**config.mk**
```make
export PLATFORM = sky130hd
export DESIGN_NAME = elpm_ram
export DESIGN_NICKNAME = d
export VERILOG_FILES = /design/src/rtl/elpm_ram.sv
export SDC_FILE = /design/constraint.sdc
export NUM_CORES = 1
export LEC_CHECK = 0
export ABC_AREA = 1
export CAP_MARGIN = 5
export CORE_ASPECT_RATIO = 1.2
export CORE_UTILIZATION = 60
export CTS_CLUSTER_DIAMETER = 150
export DETAILED_ROUTE_END_ITERATION = 16
export DONT_BUFFER_PORTS = 1
export GPL_TIMING_DRIVEN = 0
export MAX_ROUTING_LAYER = met4
export PLACE_DENSITY = 0.87
export SYNTH_ARGS = -nofsm -noshare
export SYNTH_HDL_FRONTEND = slang
export SYNTH_SLANG_ARGS = --single-unit
```
**constraint.sdc**
```tcl
create_clock -name i_clk -period 1.6 [get_ports i_clk]
set_clock_uncertainty 0.15 [all_clocks]
set_input_delay 0.24 -clock i_clk [delete_from_list [all_inputs] [get_ports i_clk]]
set_output_delay 0.24 -clock i_clk [all_outputs]
set_load 0.03 [all_outputs]
```
**src/rtl/elpm_ram.sv**
```systemverilog
// elpm_ram: generic simple dual-port RAM, one write and one registered read port.
// No dependencies.
module elpm_ram #(
    parameter int WIDTH = 8,
    parameter int DEPTH = 32
) (
    input  logic                     i_clk,
    input  logic                     i_we,
    input  logic [$clog2(DEPTH)-1:0] i_waddr,
    input  logic [WIDTH-1:0]         i_wdata,
    input  logic [$clog2(DEPTH)-1:0] i_raddr,
    output logic [WIDTH-1:0]         o_rdata
);
    logic [WIDTH-1:0] r_mem [DEPTH];
    logic [WIDTH-1:0] r_rdata;

    always_ff @(posedge i_clk) begin
        if (i_we) begin
            r_mem[i_waddr] <= i_wdata;
        end
        r_rdata <= r_mem[i_raddr];
    end

    assign o_rdata = r_rdata;
endmodule

```
* Word-level counts from Yosys, hierarchy flattened
Memories as Yosys holds them, arrays and structs flattened. A register that Yosys moved wholly into a read port is not among the register bits. Index checks and enable logic that the tools add are counted.
Cells by class: muxes and demuxes 2
Operator list (count):
- two-way mux 1 bit | 2
Word-level totals: input bits 20, memory bits (writable) 256, memories kept 1, output and inout port bits 8, bits in registers 0, logic and storage cells 3
Memories:
- r_mem | depth 32, bits a word 8, rd ports 1, clocked after memory_dff 1, wr ports 1, RTL line 14 | logic [WIDTH-1:0] r_mem [DEPTH];

* Longest topological paths before layout
depth in word-level cells 2, gate-level depth with buffers 11, gate-level depth less buffers 9

* Worst setup path before layout
OpenSTA, ideal clock, no wires.
path type input port to flip-flop, from input port i_waddr[0], to memory r_mem[0][0], enable pin, library setup time 370 ps, slack 176 ps, required time 1080 ps, stages 3, path buffers 0, arrival 904 ps, path through inv_1 -> nand3_1 -> nor2_1
RTL lines:
- from (decl) | RTL line 9 | input logic [$clog2(DEPTH)-1:0] i_waddr,
- to (decl) | RTL line 14
No word-level cell before the write port.

* Final worst setup path
from input port i_waddr[0], to memory r_mem[2][5], enable pin
No word-level cell before the write port.

==> results.cfg <==
[run_status]
status = finished, violations left
violations = negative setup slack

[timing]
drv_slew = 0
grt_setup_unrepaired = yes
hold_viol = 0
fin_crit_ps = 1620
finalSetupViolCount = 8
fin_worst_hold_slack_ps = 19.2
fmax_ghz = 0.617
tightest_slew_ps = 914
fin_ws_ps = -21.3
min_period_over_period_pct = 101
slew_headroom_pct = 38.9

[synth]
synth_seq_area_share_pct = 72.8
synth.most_common_cell = nand2_1
ys.warnings.count = 0
yosys.area.top_type = edfxtp_1
syn_area_um2 = 10800
synth-edff-count = 256
syn-num-nets = 942
synth_top_cell_area_share_pct = 71.3
postSynthAreaPerCell_um2 = 11.7
yosys_most_used_dff = edfxtp_1
yosys-top-cells-count = nand2_1 (360), edfxtp_1 (256), nand3_1 (204)
synth.area.top_cells = edfxtp_1 (71%), nand2_1 (13%), nand3_1 (9.5%)
postSynthCellCount = 922
ys_types = 12
ys_ff_latch = 264
async_flop_share_pct = 0

[critical_path]
cp.arrival_ps = 1620
crit_path_start_kind = input port
worstRegToRegCells = 8
cp.depth = 3
rr_endpoint = o_rdata[7]
critPathSlowestCell = nor2_1
rr_startpoint = r_mem[12][7]
rrSetupSlack_ps = 170
cp.required_ps = 1590
cp-end-kind = flip-flop
crit_path_max_fanout = 8
critPathTopFamily = simple AND/OR/NAND/NOR gates
worstPathCellList = inv_1, nand3_1, nor2_1
worst-path-buf-inv = 1
crit_type = in -> reg
max_stage_delay_ps = 870

[grt]
grt_pass1_vias = 7406
grt_usage_pct = 31.0
overflow = 0
grt_first_pass_wirelength_um = 41100
grt_max_degree = 33
grt_antenna_before_repair = 0

[die]
core_region_area_um2 = 17600
die_y_um = 149
start_util_pct = 61.4
die_area_um2 = 18500
io_pins = 28
rows = 53
die_w_um = 124

[finish]
post-route-util_pct = 69.0
diodes = 0
drive_above_1_share_pct = 8.96
synthToLayoutAreaGrowth_pct = 12.4
nNetsFinal = 985

[clocking]
cts_setup_buffers = 0
ctsRootBufferMaster = clkbuf_16
worst_skew_pair.late_latency_ps = 520
clock-sinks = 264
clockBufferDepth = 3
clk_pin_slew_worst_paths_ps = 70
htreeDepth = 1
tritoncts = yes
cts_buffers = 24

[worst_hold_path]
worstHoldStart = i_raddr[3]
min_to = o_rdata[5]
hold_class = in -> reg
whs_path_depth = 5

[route]
drt_wl_total_um = 27800
drc = 0
wire_per_inst_um = 23.1
viasPerCell = 6.34
ant_nets = 0
via_count = 7623
detailedRoute.firstPassIterationCount = 8
drt-initial-drc-count = 1415

[power]
leakagePower_nw = 4.51
p_per_area_nw_per_um2 = 1220
ir_drop_mv = 0.713

[place]
dp_slack_ps = -469
portBuffers = 0
hpwl_um = 17000
gp_congestion = 0.988

[job]
drv_cap = 0
-- power by group --
group          switching [mW]  internal, mW  leakage [nW]
Combinational           0.721         0.308          1.74
Sequential             0.0777          7.68          2.37
Clock                    2.50          3.49         0.395
-- flip-flops by register name, summed over array words and instances (netlist names) --
register,flops
o_rdata,8
r_mem,256
-- per-stage QoR --
| stage | TNS, ps | instance area [um^2] | cells | power, mW |
|---|---|---|---|---|
| final | -147 | 12100 | 1202 | 14.8 |
| after global placement | -74440 | 11100 | 1142 | 8.67 |
| after detailed placement | -82740 | 11100 | 1142 | 8.70 |
| after floorplan | 0 | 10800 | 922 | 8.46 |
| after global routing | -160 | 12100 | 1202 | 15.0 |
| after CTS | 0 | 12100 | 1202 | 14.7 |
-- cell usage in the layout (no fill, tap or decap), drive strengths merged --
| cell type | netlist | layout |
|---|---|---|
| buf | 45 | 53 |
| bufinv | 0 | 4 |
| clkbuf | 7 | 35 |
| clkinv | 0 | 11 |
| dfxtp | 8 | 8 |
| dlygate4sd3 | 0 | 9 |
| edfxtp | 256 | 256 |
| inv | 10 | 10 |
| nand2 | 360 | 360 |
| nand3 | 204 | 204 |
| nor2 | 32 | 32 |
-- what timing repair did --
item / 4_1_cts / 5_1_grt
hold buffers: 17 / 0
resized for setup: 0 / 2
hold endpoints to repair: 264 / 0
endpoints found under the setup margin: 0 / 16
-- area by class of cell --
class / instances / area [um^2]
multi-input combinational: 596 / 2500
inverter: 10 / 37.5
clock inverter: 15 / 174
fill: 1118 / 5450
tap: 220 / 275
timing repair buffer: 17 / 250
sequential: 264 / 7850
buffer: 52 / 409
clock buffer: 28 / 637
-- cells by family (layout without fill, tap and decap cells) --
family	after synthesis	after routing	synth area share, %
buf+inv	62	122	4.14
flops	264	264	72.8
simple gates	596	596	23.1
-- metal layers --
layer / wire length [um] / track usage [%]
met5: 0 / -
met2: 13400 / 49.4
met4: 1380 / 18.0
met1: 9640 / 38.2
met3: 3430 / 4.52
-- worst max path at each step --
stage / start / endpoint
4_1_cts: i_waddr[0] / r_mem[10][2]
2_1_floorplan: i_waddr[0] / r_mem[0][0]
3_3_place_gp: i_waddr[0] / r_mem[10][3]
3_5_place_dp: i_waddr[0] / r_mem[10][3]
5_1_grt: i_waddr[0] / r_mem[2][5]
6_report: i_waddr[0] / r_mem[2][5]
-- tightest hold or removal path, delay by kind of cell --
kind                   cells  cell delay (ps)
buffers and inverters      1              150
and+or+nand+nor            4              250
Note: power is estimated with default switching activity, not from simulation.
